$ cat config.mk
export PLATFORM = sky130hd
export DESIGN_NAME = wsea_mul
export DESIGN_NICKNAME = d
export VERILOG_FILES = /design/src/hdl/wsea_pkg.sv /design/src/hdl/wsea_mul.sv
export SDC_FILE = /design/constraint.sdc
export NUM_CORES = 2
export LEC_CHECK = 0
export BUFFER_PORTS_ARGS = -buffer_cell sky130_fd_sc_hd__buf_4
export CAP_MARGIN = 40
export CORE_MARGIN = 3
export CORE_UTILIZATION = 30
export DETAILED_ROUTE_END_ITERATION = 12
export PLACE_DENSITY = 0.47
export SLEW_MARGIN = 20
export SYNTH_ARGS = -nofsm -noshare
export SYNTH_HDL_FRONTEND = slang
export SYNTH_SLANG_ARGS = --single-unit
$ cat constraint.sdc
create_clock -name clk -period 10.2 [get_ports clk]
set_clock_uncertainty 0.05 [all_clocks]
set_input_delay 0.51 -clock clk [delete_from_list [all_inputs] [get_ports clk]]
set_output_delay 0.51 -clock clk [all_outputs]
set_load 0.01 [all_outputs]
$ cat src/hdl/wsea_pkg.sv
// ----------------------------------------------------------------------------
// wsea_pkg: shared types and constants for the weighted squared error block
// Field widths, register codes, sequencer states and the 2^x lookup table.
// ----------------------------------------------------------------------------
package wsea_pkg;

  // Field and register widths
  localparam int MAX_W      = 31;
  localparam int K_W        = 16;
  localparam int E_W        = 32;
  localparam int G_W        = 16;
  localparam int SUM_W      = 63;
  localparam int CFG_IDX_W  = 1;
  localparam int CFG_DATA_W = 31;

  // Register codes
  localparam logic [CFG_IDX_W-1:0] CFG_CLIP_LEVEL = 1'd0;
  localparam logic [CFG_IDX_W-1:0] CFG_EXP_GAIN   = 1'd1;

  localparam logic [MAX_W-1:0] CLIP_LEVEL_RESET = 31'd65536;
  localparam logic [K_W-1:0]   EXP_GAIN_RESET   = 16'd768;

  // Datapath widths
  localparam int MUL_W   = 32;
  localparam int PROD_W  = 2 * MUL_W;
  localparam int Q_W     = 22;              // exponent magnitude, Q.16, clamp 32.0
  localparam int NUM_W   = 56;              // |k| * d * 256
  localparam int CNT_W   = $clog2(Q_W);
  localparam int PF_W    = 33;              // 2^t in Q2.31 reaches 2.0
  localparam int N_EXP_W = 7;
  localparam int ACC_W   = 112;

  localparam logic [Q_W-1:0]   EXP_CLAMP = 22'h20_0000;
  localparam logic [16:0]      LOG2E_Q16 = 17'd94548;
  localparam logic [SUM_W-1:0] SUM_MAX   = {SUM_W{1'b1}};

  // Power-of-two table
  localparam int EXP_TABLE_ENTRIES = 64;
  localparam int TAB_AW = $clog2(EXP_TABLE_ENTRIES + 1);

  localparam logic [63:0] LN2_Q31 = 64'd1488522236;
  localparam logic [63:0] ONE_Q31 = 64'h8000_0000;

  typedef logic [PF_W-1:0] pow2_tab_t [0:EXP_TABLE_ENTRIES];

  // Build 2^(j/N) in Q2.31 by a truncated Taylor series of exp(j*ln2/N)
  function automatic pow2_tab_t build_pow2_tab();
    pow2_tab_t   tab;
    logic [63:0] u;
    logic [63:0] sum;
    logic [63:0] term;
    for (int j = 0; j <= EXP_TABLE_ENTRIES; j++) begin
      u    = (64'(j) * LN2_Q31) / EXP_TABLE_ENTRIES;
      sum  = ONE_Q31;
      term = ONE_Q31;
      for (int k = 1; k <= 20; k++) begin
        term = ((term * u) >> 31) / 64'(k);
        sum  = sum + term;
      end
      tab[j] = sum[PF_W-1:0];
    end
    return tab;
  endfunction

  localparam pow2_tab_t POW2_TAB = build_pow2_tab();

  // Sequencer states
  typedef enum logic [3:0] {
    ST_IDLE, ST_MAG, ST_NUM, ST_DIV, ST_LOG, ST_FRAC, ST_TMUL, ST_IDX,
    ST_SPAN, ST_POW, ST_SQ, ST_GW, ST_GWL, ST_PPI, ST_PPA, ST_ACC
  } state_t;

  // Divider status
  typedef struct packed {
    logic done;
    logic ovf;
  } div_status_t;

endpackage

$ cat src/hdl/wsea_mul.sv
// ----------------------------------------------------------------------------
// wsea_mul: shared 32x32 multiplier
// Unsigned product with a registered output.
// ----------------------------------------------------------------------------
module wsea_mul (
  input  logic                          clk,
  input  logic [wsea_pkg::MUL_W-1:0]    op_a,
  input  logic [wsea_pkg::MUL_W-1:0]    op_b,
  output logic [wsea_pkg::PROD_W-1:0]   prod
);

  logic [wsea_pkg::PROD_W-1:0] prod_r;

  // Register the product
  always_ff @(posedge clk) begin
    prod_r <= op_a * op_b;
  end

  assign prod = prod_r;

endmodule

=== Word level (Yosys, flattened, before mapping) ===
Index checks and enable logic that the tools add are counted.

* Input bits: 65
* Register bits: 64
* Logic and storage cells: 2
* Output and inout port bits: 64

* Multipliers: 1

{| class="wikitable"
|+ Operator list
! operator !! count
|-
| 32-bit by 32-bit multiplier with 64-bit output || 1
|}

=== Depth between registers and ports, before layout ===
* Depth after elaboration: 1
* Gate-level depth with buffers: 29
* Depth with buffers taken out: 27

=== Worst setup path before layout ===
OpenSTA, ideal clock, no wires.

* Path kind: input port to flip-flop
* From: input port op_a[25] in the netlist's numbering
* To: register prod_r, in the netlist prod[62]
* Data arrival time: 7191 ps
* Stages: 25
* Path buffers: 2
* Library setup time: 72 ps
* Slack: 2887 ps
* Data required time: 10078 ps
* Path through: clkbuf_1 > nand2_1 > fa_1 > inv_1 > fa_1 > inv_1 > fa_1 > inv_1 > fa_1 > fa_1 > fa_1 > fa_1 > inv_1 > fa_1 > inv_1 > ha_1 > buf_2 > nand4_1 > or4_1 > or3_1 > a31oi_1 > a31o_2 > a211oi_1 > o21ai_1 > xor2_1

* Word-level cells in the longest chain between the ends: 1

{| class="wikitable"
|+ RTL lines
! what !! RTL line !! source
|-
| start, declared || wsea_mul.sv:7 || <nowiki>input logic [wsea_pkg::MUL_W-1:0] op_a,</nowiki>
|-
| 32-bit by 32-bit multiplier with 64-bit output || wsea_mul.sv:16 || <nowiki>prod_r <= op_a * op_b;</nowiki>
|-
| end signal, assigned || wsea_mul.sv:16 ||
|-
| end, declared || wsea_mul.sv:12 || <nowiki>logic [wsea_pkg::PROD_W-1:0] prod_r;</nowiki>
|}

Every way passes these cells.

=== Final worst setup path ===
* From: input port op_b[9] in the netlist's numbering
* To: register prod_r, in the netlist prod[62]

* Word-level cells in the longest chain between the ends: 1

{| class="wikitable"
|+ RTL lines
! what !! RTL line !! source
|-
| start, declared || wsea_mul.sv:8 || <nowiki>input logic [wsea_pkg::MUL_W-1:0] op_b,</nowiki>
|-
| 32-bit by 32-bit multiplier with 64-bit output || wsea_mul.sv:16 ||
|}

Every way passes these cells.

==> results.ini <==
[sta]
grt_setup_unrepaired = false
fin_crit_sh = 0.794
setup_violations = 0
period_needed_ns = 8.10
fmax_ghz = 0.123
hold_viol_final = 0
slew_headroom = 0.450
worst_slew_pin_slew_ns = 0.822
slew_viol_final = 0
fin_setup_tns_ns = 0

[clock_network]
hold_buffers = 0
cts_buffer_depth = 2
cts_buffers = 9
tritoncts = yes
htreeDepth = 3
cts.clk_slew.worst_paths_ns = 0.07
cts-root-buf = clkbuf_16
clock-sinks = 64
ctsResizeCount = 0
post_cts_buffers = 0

[routing]
drtPass1Iterations = 5
avgViaCountPerCell = 4.62
drc_errors = 0
routedWlPerCell_um = 19.7
drt_iter0_drc = 999
drtAntennaViolNets = 0
vias = 23967
wl_um = 102000

[layout]
drive_above_1_share = 0.0438
largest_register_ffs = 64
area_growth_pct = 6.78
fillCellCount = 12154
nNetsFinal = 4891
n_antenna_cell = 0

[setup_path]
end_kind = flop
startpoint_type = input pin
arrival_ns = 8.34
critPathRequiredTime_ns = 10.44
crit_type = in -> reg
crit_fanout = 32
slowest_stage = a31oi_1
critical-path-max-stage-delay_ns = 0.70
critPathMostFrequentCell = fa_1
worstPathCellList = buf_4 -> nand2_1 -> fa_1 -> inv_1 -> fa_1 -> inv_1 -> fa_1 -> inv_1 -> fa_1 -> fa_1 -> fa_1 -> fa_1 -> inv_1 -> fa_1 -> inv_1 -> ha_1 -> nand4_1 -> or4_1 -> or3_1 -> a31oi_1 -> a31o_2 -> a211oi_1 -> o21ai_1 -> xor2_1

[place]
place_congestion = 0.835
hpwl_um = 83300
port_buffers = 128

[global_route]
grt_pass1_wl_um = 161000
track_usage = 0.176
grt.overflow.total = 0
first_global_vias = 27201
grt_max_degree = 33
antenna_found_initial = 3

[yosys]
ys_top_cells_by_area = fa_1 (52%), and2_1 (11%), ha_1 (9.5%), inv_1 (9.4%), nand2_1 (5.2%)
ys_ff_latch = 64
ys_async_sr_fraction = 0
syn_inst = 3748
synth_cell_types = 57
post-synth-top-area-fraction = 0.517
synth-main-ff-cell = dfxtp_1
yosys.area.top_type = fa_1
synthesis.area_um2 = 34700
synth_edf_count = 0
syn-num-nets = 4972
synth.most_common_cell = fa_1
yosys_warnings = 0
yosysSeqAreaShare = 0.0369
syn_avg_cell_area_um2 = 9.25
synth_common_cells = fa_1 (896), inv_1 (865), and2_1 (602)

[floorplanning]
die_w_um = 346
row_count = 124
dieArea_um2 = 120000
core_area_um2 = 115000
die_y_um = 346
ios = 129
start_util = 0.303

[min_path]
hp-class = in -> reg

[status]
status = completed

[run]
cap_violations = 0

layout make-up:
class / instances / area (um2) / area share
multi-input combinational: 2599 / 29300 / 0.792
timing repair buffer: 128 / 961 / 0.0260
clock inverter: 6 / 92.6 / 0.00250
tap: 1512 / 1890 / 0.0511
inverter: 865 / 3250 / 0.0877
sequential: 64 / 1280 / 0.0346
clock buffer: 10 / 239 / 0.00645
worst max-delay path: cells and delay by family:
kind	cells	cell delay, ns
fa+ha+maj	9	4.51
compound gates	4	1.30
simple gates	4	1.20
buf+inv	6	0.62
xor+xnor	1	0.14
metrics by stage:
step                cells  hold slack, ns  setup slack (ns)  utilization  cell area, um2
global route         5184           0.589              1.76        0.323           37000
CTS                  5184           0.568              2.23        0.323           37000
global placement     5168           0.851              1.89        0.320           36700
finish               5184           0.589              2.10        0.323           37000
detailed placement   5168           0.851              1.84        0.320           36700
floorplan            3748           0.587              2.89            -           34700
cell families (layout without fill, tap and decap cells):
logic type | count (synthesis) | count (layout) | synth area share
fa+ha+maj | 1159 | 1159 | 0.612
simple gates | 1177 | 1177 | 0.176
buf+inv | 1085 | 1009 | 0.118
mux | 1 | 1 | 0.000289
compound gates | 202 | 202 | 0.0415
xor+xnor | 60 | 60 | 0.0152
flops | 64 | 64 | 0.0369
layer usage:
metal  global-route usage  wire [um]
met1                0.210      41000
met2                0.333      55200
met3               0.0172       2680
met4               0.0505       3380
met5                    0         25
cell usage in the layout, fill, tap and decap left out, drive strengths merged, types with 7 or more instances in the layout:
cell type	instances
ha	263
a21o	40
fa	896
nor2	20
and3	14
buf	128
xor2	25
a21oi	66
xnor2	35
inv	865
and2	602
nand2	480
dfxtp	64
nand4	23
clkbuf	10
o21a	9
o21ai	26
nand3	10
nor3	7
a31oi	12
o21bai	11
final timing paths:
kind | start | endpoint | slack, ns | depth (start not counted)
setup / recovery | op_b[9] | prod[62] | 2.10 | 24
hold / removal | op_b[0] | prod[0] | 0.59 | 2
Power is left out: the tool's default activity adds up to more than one toggle a clock period on the data nets, which glitch-free logic cannot reach.
