`src/hdl/wsea_pkg.sv`:
```
// ----------------------------------------------------------------------------
// wsea_pkg: shared types and constants for the weighted squared error block
// Field widths, register codes, sequencer states and the 2^x lookup table.
// ----------------------------------------------------------------------------
package wsea_pkg;

  // Field and register widths
  localparam int MAX_W      = 31;
  localparam int K_W        = 16;
  localparam int E_W        = 32;
  localparam int G_W        = 16;
  localparam int SUM_W      = 63;
  localparam int CFG_IDX_W  = 1;
  localparam int CFG_DATA_W = 31;

  // Register codes
  localparam logic [CFG_IDX_W-1:0] CFG_CLIP_LEVEL = 1'd0;
  localparam logic [CFG_IDX_W-1:0] CFG_EXP_GAIN   = 1'd1;

  localparam logic [MAX_W-1:0] CLIP_LEVEL_RESET = 31'd65536;
  localparam logic [K_W-1:0]   EXP_GAIN_RESET   = 16'd768;

  // Datapath widths
  localparam int MUL_W   = 32;
  localparam int PROD_W  = 2 * MUL_W;
  localparam int Q_W     = 22;              // exponent magnitude, Q.16, clamp 32.0
  localparam int NUM_W   = 56;              // |k| * d * 256
  localparam int CNT_W   = $clog2(Q_W);
  localparam int PF_W    = 33;              // 2^t in Q2.31 reaches 2.0
  localparam int N_EXP_W = 7;
  localparam int ACC_W   = 112;

  localparam logic [Q_W-1:0]   EXP_CLAMP = 22'h20_0000;
  localparam logic [16:0]      LOG2E_Q16 = 17'd94548;
  localparam logic [SUM_W-1:0] SUM_MAX   = {SUM_W{1'b1}};

  // Power-of-two table
  localparam int EXP_TABLE_ENTRIES = 64;
  localparam int TAB_AW = $clog2(EXP_TABLE_ENTRIES + 1);

  localparam logic [63:0] LN2_Q31 = 64'd1488522236;
  localparam logic [63:0] ONE_Q31 = 64'h8000_0000;

  typedef logic [PF_W-1:0] pow2_tab_t [0:EXP_TABLE_ENTRIES];

  // Build 2^(j/N) in Q2.31 by a truncated Taylor series of exp(j*ln2/N)
  function automatic pow2_tab_t build_pow2_tab();
    pow2_tab_t   tab;
    logic [63:0] u;
    logic [63:0] sum;
    logic [63:0] term;
    for (int j = 0; j <= EXP_TABLE_ENTRIES; j++) begin
      u    = (64'(j) * LN2_Q31) / EXP_TABLE_ENTRIES;
      sum  = ONE_Q31;
      term = ONE_Q31;
      for (int k = 1; k <= 20; k++) begin
        term = ((term * u) >> 31) / 64'(k);
        sum  = sum + term;
      end
      tab[j] = sum[PF_W-1:0];
    end
    return tab;
  endfunction

  localparam pow2_tab_t POW2_TAB = build_pow2_tab();

  // Sequencer states
  typedef enum logic [3:0] {
    ST_IDLE, ST_MAG, ST_NUM, ST_DIV, ST_LOG, ST_FRAC, ST_TMUL, ST_IDX,
    ST_SPAN, ST_POW, ST_SQ, ST_GW, ST_GWL, ST_PPI, ST_PPA, ST_ACC
  } state_t;

  // Divider status
  typedef struct packed {
    logic done;
    logic ovf;
  } div_status_t;

endpackage

```
`src/hdl/wsea_div.sv`:
```
// ----------------------------------------------------------------------------
// wsea_div: restoring divider for the exponent
// One quotient bit a cycle; flags quotients that do not fit in Q_W bits.
// ----------------------------------------------------------------------------
module wsea_div (
  input  logic                          clk,
  input  logic                          rst_n,
  input  logic                          start,
  input  logic [wsea_pkg::NUM_W-1:0]    num,
  input  logic [wsea_pkg::MAX_W-1:0]    den,
  output wsea_pkg::div_status_t         status,
  output logic [wsea_pkg::Q_W-1:0]      quot
);

  localparam int HI_W = wsea_pkg::NUM_W - wsea_pkg::Q_W;

  logic                          busy_r;
  logic                          done_r;
  logic                          ovf_r;
  logic [wsea_pkg::CNT_W-1:0]    cnt_r;
  logic [wsea_pkg::MAX_W-1:0]    rem_r;
  logic [wsea_pkg::MAX_W-1:0]    den_r;
  logic [wsea_pkg::Q_W-1:0]      low_r;
  logic [wsea_pkg::Q_W-1:0]      q_r;

  logic [wsea_pkg::MAX_W:0]      rem2;
  logic [wsea_pkg::MAX_W:0]      rem_sub;
  logic                          rem_ge;
  logic                          too_big;

  // One restoring step
  always_comb begin
    rem2    = {rem_r, low_r[wsea_pkg::Q_W-1]};
    rem_ge  = rem2 >= {1'b0, den_r};
    rem_sub = rem2 - {1'b0, den_r};
    too_big = num[wsea_pkg::NUM_W-1:wsea_pkg::Q_W] >= HI_W'(den);
  end

  // Load, iterate, flag done
  always_ff @(posedge clk) begin
    if (!rst_n) begin
      busy_r <= 1'b0;
      done_r <= 1'b0;
      ovf_r  <= 1'b0;
      cnt_r  <= '0;
    end else begin
      done_r <= 1'b0;
      if (start) begin
        den_r <= den;
        ovf_r <= too_big;
        cnt_r <= '0;
        rem_r <= num[wsea_pkg::Q_W +: wsea_pkg::MAX_W];
        low_r <= num[wsea_pkg::Q_W-1:0];
        if (too_big) begin
          busy_r <= 1'b0;
          done_r <= 1'b1;
        end else begin
          busy_r <= 1'b1;
        end
      end else if (busy_r) begin
        rem_r <= rem_ge ? rem_sub[wsea_pkg::MAX_W-1:0] : rem2[wsea_pkg::MAX_W-1:0];
        low_r <= {low_r[wsea_pkg::Q_W-2:0], 1'b0};
        q_r   <= {q_r[wsea_pkg::Q_W-2:0], rem_ge};
        cnt_r <= cnt_r + 1'b1;
        if (cnt_r == wsea_pkg::CNT_W'(wsea_pkg::Q_W - 1)) begin
          busy_r <= 1'b0;
          done_r <= 1'b1;
        end
      end
    end
  end

  assign status.done = done_r;
  assign status.ovf  = ovf_r;
  assign quot        = q_r;

endmodule
```
`config.mk`:
```
export PLATFORM = sky130hd
export DESIGN_NAME = wsea_div
export DESIGN_NICKNAME = d
export VERILOG_FILES = /design/src/hdl/wsea_pkg.sv /design/src/hdl/wsea_div.sv
export SDC_FILE = /design/constraint.sdc
export NUM_CORES = 1
export LEC_CHECK = 0
export BUFFER_PORTS_ARGS = -buffer_cell sky130_fd_sc_hd__clkbuf_2
export CAP_MARGIN = 40
export CORE_UTILIZATION = 50
export DETAILED_ROUTE_END_ITERATION = 10
export GPL_TIMING_DRIVEN = 1
export PLACE_DENSITY = 0.81
export SKIP_LAST_GASP = 1
export SYNTH_ARGS = -nofsm -noshare
export SYNTH_HDL_FRONTEND = slang
export SYNTH_SLANG_ARGS = --single-unit
```
`constraint.sdc`:
```
create_clock -name clk -period 5 [get_ports clk]
set_input_delay 0.75 -clock clk [delete_from_list [all_inputs] [get_ports clk]]
set_output_delay 0.75 -clock clk [all_outputs]
set_load 0.005 [all_outputs]
```
# --- Word level (Yosys, flattened, before mapping) ---
# Index checks and enable logic that the tools add are counted.
word_totals:
  reg_bits: 114
  elab_cells: 33
  input_bits: 90
classes:
  add_sub_neg: 2
  eq_ne: 1
  n_bitwise: 2
  n_mux: 13
  n_lt_le_gt_ge: 2
  n_reduce_logical: 5
ops:
  columns: ["op", "n"]
  rows:
  - ["$mux 31", 3]
  - ["$mux 22", 2]
  - ["$ge 34x31->1", 1]
  - ["$ge 32x31->1", 1]
  - ["$sub 31x31->31", 1]
  - ["$mux 1", 8]
  - ["$add 5x1->5 const B", 1]
  - ["$eq 5x5->1 const B", 1]
  - ["$reduce_and 2->1", 2]
  - ["$reduce_and 3->1", 1]
  - ["$not 1->1", 2]
  - ["$reduce_bool 2->1", 1]
  - ["$reduce_or 2->1", 1]

# --- Logic depth before layout (Yosys ltp) ---
logic_depth:
  depth_word: 4
  ltp_mapped: 13
  ltp_nobuf: 12

# --- Least setup slack after synthesis ---
# Ideal clock, no wire load.
synth_timing:
  path_kind: "input to register"
  startpoint: "input port start"
  endpoint: "register low_r[0] in the netlist's numbering (enable)"
  n_path_buf: 2
  t_arrival_ps: 2550
  path_stages: 3
  path_slack_ps: 2035
  required_ps: 4586
  cell_sequence: "clkbuf_1 -> clkbuf_1 -> o21a_1"
synth_between:
  elab_chain_len: 2
synth_rtl:
  columns: ["element", "line_no", "text"]
  rows:
  - ["from (decl)", "wsea_div.sv:8", "input logic start,"]
  - ["$reduce_bool 2->1 (no line)", null, null]
  - ["$reduce_and 2->1 (no line)", null, null]
  - ["to (signal assigned)", "wsea_div.sv:53", "low_r <= num[wsea_pkg::Q_W-1:0];"]
  - ["to (signal assigned)", "wsea_div.sv:62", "low_r <= {low_r[wsea_pkg::Q_W-2:0], 1'b0};"]
  - ["to (decl)", "wsea_div.sv:23", "logic [wsea_pkg::Q_W-1:0] low_r;"]
# No other way between the ends.
# A chain may end at the register's enable or synchronous reset.

# --- Worst setup path in the final report ---
layout_timing:
  startpoint: "register rem_r[6] in the netlist's numbering"
  endpoint: "register rem_r[29] in the netlist's numbering, data pin"
layout_between:
  elab_chain_len: 4
layout_rtl:
  columns: ["element", "line_no", "text"]
  rows:
  - ["from (decl)", "wsea_div.sv:21", "logic [wsea_pkg::MAX_W-1:0] rem_r;"]
  - ["from (signal assigned)", "wsea_div.sv:52", "rem_r <= num[wsea_pkg::Q_W +: wsea_pkg::MAX_W];"]
  - ["from (signal assigned)", "wsea_div.sv:61", "rem_r <= rem_ge ? rem_sub[wsea_pkg::MAX_W-1:0] : rem2[wsea_pkg::MAX_W-1:0];"]
  - ["$sub 31x31->31 / $ge 32x31->1 (equally long branches)", "wsea_div.sv:35, wsea_div.sv:34", null]
  - ["$mux 31 *", "wsea_div.sv:61", null]
  - ["$mux 31 *", "wsea_div.sv:60", "end else if (busy_r) begin"]
  - ["$mux 31 *", "wsea_div.sv:48", "if (start) begin"]
# Every way passes the cells marked *; elsewhere a longest branch is shown, timed or not. The select of a mux whose other input is x is not followed.

==> flow_metrics.tcl <==
set metrics [dict create \
    outcome "complete, no violations" \
    ys_ff_latch 114 \
    die_h_um 121 \
    viasPerCell 5.65 \
    synthFlopType "edfxtp_1" \
    ctsHtreeMaxLevel 4 \
    fin_tns_setup_ps 0 \
    power_density_mw_per_mm2 353 \
    die_w_um 121 \
    rsz0062_at_grt "false" \
    clock_path_buffers 2 \
    grt_max_degree 50 \
    vias 5438 \
    cts_hold_buffers 0 \
    tightest_slew_ps 863 \
    fin_nets 929 \
    syn_inst 659 \
    finalMaxSlewViolations 0 \
    p_leak_nw 3.74 \
    hold_slack_ps 451 \
    core_mm2 0.0135 \
    synth_area_per_cell_um2 10.7 \
    post-cts-setup-buffers 0 \
    grt_pass1_vias 5359 \
    max-cap-violations 0 \
    portBuffers 113 \
    utilization_pct 62.2 \
    post_drt_wl_per_cell_um 16.1 \
    io_pins 114 \
    drc_errors 0 \
    area.growth.synth_to_final_pct 19.0 \
    hold_class "reg -> reg" \
    synthDistinctLibCells 66 \
    antenna_found_initial 0 \
    cp_max_fo 28 \
    worstPathArrival_ps 3370 \
    cts_tree "yes" \
    final_cell_mix "clkbuf_2 (113), edfxtp_1 (106), inv_1 (73)" \
    routed_wl_um 15500 \
    hold_viol_final 0 \
    clk_latency_ps 430 \
    num_antenna_cells 0 \
    cp_data_required_time_ps 5170 \
    placed_cells 931 \
    synth_fp_nets 814 \
    yosysSeqAreaShare_pct 47.6 \
    grt.total_usage_pct 23.0 \
    fillers 1104 \
    fin_crit_ps 3200 \
    syn_area_mm2 0.00703 \
    ctsResizeCount 0 \
    rows 42 \
    worstSetupPathType "reg -> reg" \
    drive_gt1_share_pct 24.0 \
    hpwl_um 11100 \
    synth_warnings 0 \
    cts-root-buf "clkbuf_16" \
    cts_buffers 17 \
    critPathCaptureType "register" \
    drt_iter0_drc 408 \
    fin_ws_ps 1800 \
    drtPass1Iterations 5 \
    place.gp.congestion 0.867 \
    ant_nets 0 \
    skew_ps 9.06 \
    place_ws_ps 1810 \
    async_reset_ff_share_pct 0 \
    fmax_mhz 313 \
    fin_crit_sh_pct 63.9 \
    irDropWorstVdd_v 0.000286 \
    relSlewSlack_pct 42.5 \
    setup_viol 0 \
    worst_setup_path_start_kind "register" \
    cts.clk_slew.worst_paths_ps 60 \
    grt_pass1_wl_um 25700 \
    final_common_cell "clkbuf_2" \
    start_util_pct 52.3 \
    final_cells 963 \
    die_area_mm2 0.0145 \
    synth_enable_flop_cells 106 \
    overflow 0 \
    cts.sinks 114 \
]
state kept, by name, indices dropped and copies added, names as in the netlist:
register	flops
busy_r	1
cnt_r	5
den_r	31
done_r	1
low_r	22
ovf_r	1
quot	22
rem_r	31
final timing paths:
check                                   startpoint                   to  slack (ps)  depth (start not counted)
worst max-delay path            rem_r[6]$_DFFE_PP_  rem_r[29]$_DFFE_PP_        1800                          9
worst min-delay path            quot[13]$_DFFE_PP_   quot[14]$_DFFE_PP_         450                          0
worst max register to register  rem_r[6]$_DFFE_PP_  rem_r[29]$_DFFE_PP_        1800                          9
worst min register to register  quot[13]$_DFFE_PP_   quot[14]$_DFFE_PP_         450                          0
routing by layer:
layer	GRT usage (%)	up-vias	part of all wire (%)
met4	10.1	0	1.9
met3	5.28	28	6.0
met2	37.4	192	48
met1	29.3	2555	44
li1	-	2663	-
met5	0	-	0
cell families (layout without fill, tap and decap cells):
family          count (synthesis)  count (layout)  synth area share (%)
fa+ha+maj                      65              65                  11.7
mux                            26              26                  4.11
flops                         114             114                  47.6
simple gates                  171             171                  12.1
compound gates                161             161                  15.8
buf+inv                        97             225                  5.66
xor+xnor                       25              25                  3.11
synthesized netlist by cell type (2+ instances only):
master,instances,area share (%)
a21oi_2,2,0.25
a2bb2oi_1,3,0.37
nor2_1,40,2.1
xnor2_1,12,1.5
mux2_2,23,3.7
nand3_1,11,0.78
nor3_1,10,0.71
dfxtp_1,8,2.3
o21ai_1,4,0.28
a21o_1,29,3.1
xor2_1,13,1.6
a31oi_1,21,1.9
o2111ai_1,2,0.25
nor2b_1,7,0.62
inv_1,73,3.9
nand4_1,12,1.1
and3_1,11,0.98
or3_1,2,0.18
and2_1,3,0.27
clkbuf_1,11,0.59
ha_1,64,11
a311oi_1,2,0.25
buf_4,5,0.53
nand2b_1,2,0.18
mux2i_1,3,0.43
nor4_1,4,0.36
edfxtp_1,106,45
a21oi_1,45,3.2
nand3b_1,2,0.21
o22ai_1,3,0.27
nand2_1,55,2.9
o21a_1,4,0.43
o21bai_1,3,0.32
and4_1,2,0.25
buf_2,6,0.43
or2_2,2,0.18
a221o_1,5,0.71
o211ai_1,2,0.21
o21ai_0,16,1.1
o2bb2ai_1,2,0.25
a211oi_1,4,0.43
worst max-delay path, stage by stage, from the launching register on:
cell and delay (ps):
edfxtp_1 390, ha_1 420, a2111oi_4 390, a21oi_2 160, o31ai_1 300, o2111ai_2 270, nor2_4 160, buf_4 310
nor2_1 160, a221o_1 350
through the flow:
| step | total power [mW] | instance area (µm²) |
|---|---|---|
| after floorplan | 1.55 | 7030 |
| after global placement | 1.67 | 7730 |
| after detailed placement | 1.69 | 7750 |
| after CTS | 2.97 | 8370 |
| after global routing | 3.08 | 8370 |
| final | 2.96 | 8370 |
power breakdown:
part	internal, mW	total (mW)	switching (mW)
clock	0.796	1.28	0.481
combinational	0.234	0.555	0.320
sequential	1.11	1.12	0.0192
area by class of cell:
class | count | area [µm²] | share of cell area [%]
Clock inverter | 15 | 193 | 2.30
Sequential cell | 114 | 3340 | 40.0
Timing Repair Buffer | 119 | 618 | 7.39
Tap cell | 176 | 220 | 2.63
Multi-Input combinational cell | 448 | 3290 | 39.3
Inverter | 74 | 278 | 3.32
Clock buffer | 17 | 425 | 5.08
Power figures use the tool's default switching activity.
